### src/design/chse_pkg.sv
// package for the cubic hermite spline evaluator
// shared constants and payload types; no dependencies
package chse_pkg;

  localparam int unsigned MaxPoints = 256;
  localparam int unsigned FracBits  = 16;
  localparam int unsigned CountW    = 9;
  localparam int unsigned IndexW    = 8;
  localparam int unsigned ParamW    = 24;
  localparam int unsigned DataW     = 32;

  typedef enum logic {
    OP_WRITE = 1'b0,
    OP_QUERY = 1'b1
  } op_e;

  typedef struct packed {
    logic                     operation;
    logic [IndexW-1:0]        point_index;
    logic signed [DataW-1:0]  pos_x;
    logic signed [DataW-1:0]  pos_y;
    logic signed [DataW-1:0]  pos_z;
    logic signed [DataW-1:0]  tan_x;
    logic signed [DataW-1:0]  tan_y;
    logic signed [DataW-1:0]  tan_z;
    logic [ParamW-1:0]        param_t;
  } in_beat_t;

  typedef struct packed {
    logic signed [DataW-1:0] out_pos_x;
    logic signed [DataW-1:0] out_pos_y;
    logic signed [DataW-1:0] out_pos_z;
    logic signed [DataW-1:0] out_vel_x;
    logic signed [DataW-1:0] out_vel_y;
    logic signed [DataW-1:0] out_vel_z;
  } out_beat_t;

  // one stored setpoint row: position and tangent, x y z
  typedef struct packed {
    logic signed [DataW-1:0] px;
    logic signed [DataW-1:0] py;
    logic signed [DataW-1:0] pz;
    logic signed [DataW-1:0] mx;
    logic signed [DataW-1:0] my;
    logic signed [DataW-1:0] mz;
  } point_t;

endpackage

### src/design/chse_basis.sv
// hermite basis and derivative weights from the local fraction, two stages
// depends on chse_pkg
module chse_basis #(
  parameter int unsigned FracBits = chse_pkg::FracBits,
  localparam int unsigned UW = FracBits + 1,
  localparam int unsigned BW = FracBits + 5
) (
  input  logic                 clk_i,
  input  logic                 en1_i,
  input  logic                 en2_i,
  input  logic [UW-1:0]        u_i,
  output logic signed [BW-1:0] h_o [4],
  output logic signed [BW-1:0] d_o [4]
);
  localparam logic [2*UW-1:0] Half = (2*UW)'(1) << (FracBits - 1);
  localparam logic signed [BW-1:0] One = BW'(1) << FracBits;

  logic [2*UW-1:0] sq, cu;
  logic [UW-1:0]   u1_q, u2_q, u2_d;
  logic [UW-1:0]   u3;
  logic signed [BW-1:0] su, su2, su3;

  assign sq   = u_i * u_i + Half;
  assign u2_d = sq[FracBits +: UW];

  always_ff @(posedge clk_i) begin
    if (en1_i) begin
      u1_q <= u_i;
      u2_q <= u2_d;
    end
  end

  assign cu  = u2_q * u1_q + Half;
  assign u3  = cu[FracBits +: UW];
  assign su  = BW'(u1_q);
  assign su2 = BW'(u2_q);
  assign su3 = BW'(u3);

  always_ff @(posedge clk_i) begin
    if (en2_i) begin
      h_o[0] <= BW'(2 * su3 - 3 * su2 + One);
      h_o[1] <= BW'(su3 - 2 * su2 + su);
      h_o[2] <= BW'(3 * su2 - 2 * su3);
      h_o[3] <= BW'(su3 - su2);
      d_o[0] <= BW'(6 * su2 - 6 * su);
      d_o[1] <= BW'(3 * su2 - 4 * su + One);
      d_o[2] <= BW'(6 * su - 6 * su2);
      d_o[3] <= BW'(3 * su2 - 2 * su);
    end
  end
endmodule

### config.mk
export PLATFORM = sky130hd
export DESIGN_NAME = chse_basis
export DESIGN_NICKNAME = d
export VERILOG_FILES = /design/src/design/chse_pkg.sv /design/src/design/chse_basis.sv
export SDC_FILE = /design/constraint.sdc
export NUM_CORES = 2
export LEC_CHECK = 0
export ABC_CLOCK_PERIOD_IN_PS = 13200
export BUFFER_PORTS_ARGS = -buffer_cell sky130_fd_sc_hd__buf_2
export CAP_MARGIN = 20
export CELL_PAD_IN_SITES_DETAIL_PLACEMENT = 1
export CELL_PAD_IN_SITES_GLOBAL_PLACEMENT = 2
export CORE_ASPECT_RATIO = 1.5
export CORE_MARGIN = 2
export CORE_UTILIZATION = 44
export DETAILED_ROUTE_END_ITERATION = 16
export GPL_ROUTABILITY_DRIVEN = 0
export GPL_TIMING_DRIVEN = 0
export PLACE_DENSITY = 0.95
export SLEW_MARGIN = 15
export SYNTH_ARGS = -nofsm -noshare
export SYNTH_HDL_FRONTEND = slang
export SYNTH_SLANG_ARGS = --single-unit
export TNS_END_PERCENT = 10
### constraint.sdc
create_clock -name clk_i -period 13.2 [get_ports clk_i]
set_input_delay 2.64 -clock clk_i [delete_from_list [all_inputs] [get_ports clk_i]]
set_output_delay 2.64 -clock clk_i [all_outputs]
set_load 0.02 [all_outputs]
==> impl_metrics.csv <==
group,metric,value,unit
sta,fin_skew,0.01465,ns
drt,vias,23568,
floorplan,fp.dieH,328.8,µm
sta,fin_crit,10.93,ns
setup_path,worstPathArrival,11.20,ns
global_routing,grt_overflow,0,
setup_path,cp_max_fo,10,
floorplan,start_util,0.4422,
drt,first_pass_iters,5,
layout,final_cell_mix,"inv_1, fa_1, ha_1",
drt,ant_nets,0,
setup_path,cpPeakStageDelay,0.67,ns
sta,slew_headroom,0.3191,
setup_path,worstPathRequired,13.47,ns
global_routing,grt-busiest-layer,"met2",
setup_path,criticalPathCategory,"reg -> reg",
flow_run,cap_violations,0,
placement,io_buffer_count,185,
clock_tree,clock_latency,0.48,ns
clock_tree,cts-hold-fix-buffers,0,
logic_synthesis,ys_seq_area_frac,0.1854,
layout,drive_above_1_share,0.08481,
global_routing,grt_max_degree,115,
placement,place_hpwl,79240,µm
clock_tree,clk_pin_slew_worst_paths,0.08,ns
setup_path,cp_top_family,"adder cells",
layout,area_delta_synth_final,8.726,%
logic_synthesis,synth.avg_cell_area,9.460,µm²
drt,drt_iter0_markers,1023,
logic_synthesis,synth_cell_type_count,85,
layout,fin_area,33640,µm²
floorplan,die-area,72510,µm²
clock_tree,cts_resized,0,
drt,drc_errors,0,
drt,finalWirelength,92840,µm
sta,fin_hold_ws,0.8489,ns
logic_synthesis,synth_seq_cells,191,
global_routing,met2_usage,0.5148,
hold_path,hp-class,"reg -> reg",
setup_path,crit_buf_inv,6,
floorplan,pin_count,188,
drt,wl_per_cell,21.12,µm
floorplan,dieWidth,220.5,µm
logic_synthesis,synth_edf_count,191,
global_routing,gr-usage-met3,0.02432,
layout,num-fill-cells,8205,
logic_synthesis,synthArstFlopShare,0,
layout,mostFrequentLayoutCell,"inv_1",
logic_synthesis,syn_area,30940,µm²
sta,hold_viol,0,
floorplan,fp.coreArea,69980,µm²
setup_path,timing.critical_path.from,"u2_q[11]",
sta,fin_crit_sh,0.8278,
clock_tree,numCtsBuffers,17,
placement,place_area,33050,µm²
clock_tree,post_cts_buffers,0,
sta,rsz0062_at_grt,"false",
sta,drv_slew,0,
global_routing,grt_pass1_wl,144200,µm
global_routing,grtUsageMet1,0.2730,
setup_path,critPathLaunchType,"register",
global_routing,track_usage,0.2625,
setup_path,rr_startpoint,"u2_q[11]",
global_routing,grt_pass1_vias,26925,
hold_path,worstHoldStart,"u2_q[0]",
sta,max_freq,91.52,MHz
sta,tns,0,ns
floorplan,num_rows,119,
drt,avgViaCountPerCell,5.360,
sta,finalSetupViolCount,0,
layout,fin_nets,4337,
clock_tree,cts_root_buffer,"clkbuf_16",
clock_tree,clk_path_buf_depth,2,
setup_path,crit_path_frequent_cell,"fa_1",
layout,diodes,0,
global_routing,antenna_found_initial,2,
setup_path,cp-end-kind,"register",
logic_synthesis,ys.warnings.count,0,
clock_tree,htreeDepth,4,
sta,worst_pin_slew,1.021,ns
setup_path,cp_slowest_cell,"clkinv_1",
clock_tree,cts_sinks,191,
status,status,"complete, no violations",
clock_tree,tritoncts,"yes",
logic_synthesis,postSynthCellCount,3271,
logic_synthesis,synth_ff_type,"edfxtp_1",
## per-layer routing
layer / share of wire / vias to the layer above
li1: - / 10745
met1: 0.36 / 12029
met2: 0.56 / 576
met3: 0.034 / 214
met4: 0.051 / 4
met5: 0.00023 / -
## synthesized netlist by cell type (20+ instances only)
cell type	instances	area share
inv_1	679	0.082
fa_1	426	0.28
ha_1	414	0.17
nor2_1	291	0.035
nand2_1	264	0.032
edfxtp_1	191	0.19
xnor2_1	151	0.043
a21oi_1	128	0.021
and2_1	82	0.017
a21o_1	71	0.017
clkbuf_1	68	0.0082
o21ai_0	55	0.0089
xor2_1	52	0.015
nor3_1	34	0.0055
nand3_1	27	0.0044
nor2b_1	27	0.0055
nand2b_1	22	0.0044
o21bai_1	20	0.0049
## flip-flops by register name (all words and copies together), names as in the netlist
register	flops
h_o	79
d_o	78
u2_q	17
u1_q	17
## final cells by class
| cell class | instances | area (µm²) | share of cell area |
|---|---|---|---|
| clock inverters | 14 | 168.9 | 0.005021 |
| multi-input cells | 2289 | 22130 | 0.6577 |
| well taps | 907 | 1135 | 0.03373 |
| repair buffers | 186 | 963.4 | 0.02864 |
| inverters | 692 | 2597 | 0.07721 |
| flip-flops and latches | 191 | 5736 | 0.1705 |
| clock buffers | 18 | 429.2 | 0.01276 |
| plain buffers | 100 | 485.5 | 0.01443 |
## worst reg2reg max path: cells and delay by family (launching register included)
family	cells	cell delay, ns
AO/OA/AOI/OAI	16	2.99
XOR/XNOR	2	0.66
adder cells (fa/ha/maj)	9	4.04
buffers and inverters	6	1.49
flip-flops	1	0.45
AND/OR/NAND/NOR	5	1.11
## cell families after synthesis
kind of cell    count (synthesis)  synth area share
compound gates                434           0.09555
xor+xnor                      203           0.05746
fa+ha+maj                     840            0.4430
buf+inv                       792           0.09963
flops                         191            0.1854
mux                             3          0.001172
other cells                     1         0.0001212
simple gates                  807            0.1177
## path summary, 6_finish.rpt
| check | end | slack [ns] | cells past startpoint |
|---|---|---|---|
| worst max-delay path | h_o[60] | 2.27 | 38 |
| worst min-delay path | h_o[21] | 0.85 | 0 |
| worst max register to register | h_o[60] | 2.27 | 38 |
| worst min register to register | h_o[21] | 0.85 | 0 |
## per-stage QoR
stage,util,std cells,worst slack [ns]
6_report,0.4808,4397,2.273
2_1_floorplan,-,3272,4.231
5_1_grt,0.4808,4397,1.801
3_3_place_gp,0.4717,4364,2.553
3_5_place_dp,0.4722,4365,2.402
4_1_cts,0.4808,4397,2.269
Power is left out: the tool's default activity adds up to more than one toggle a clock period on the data nets, which glitch-free logic cannot reach.
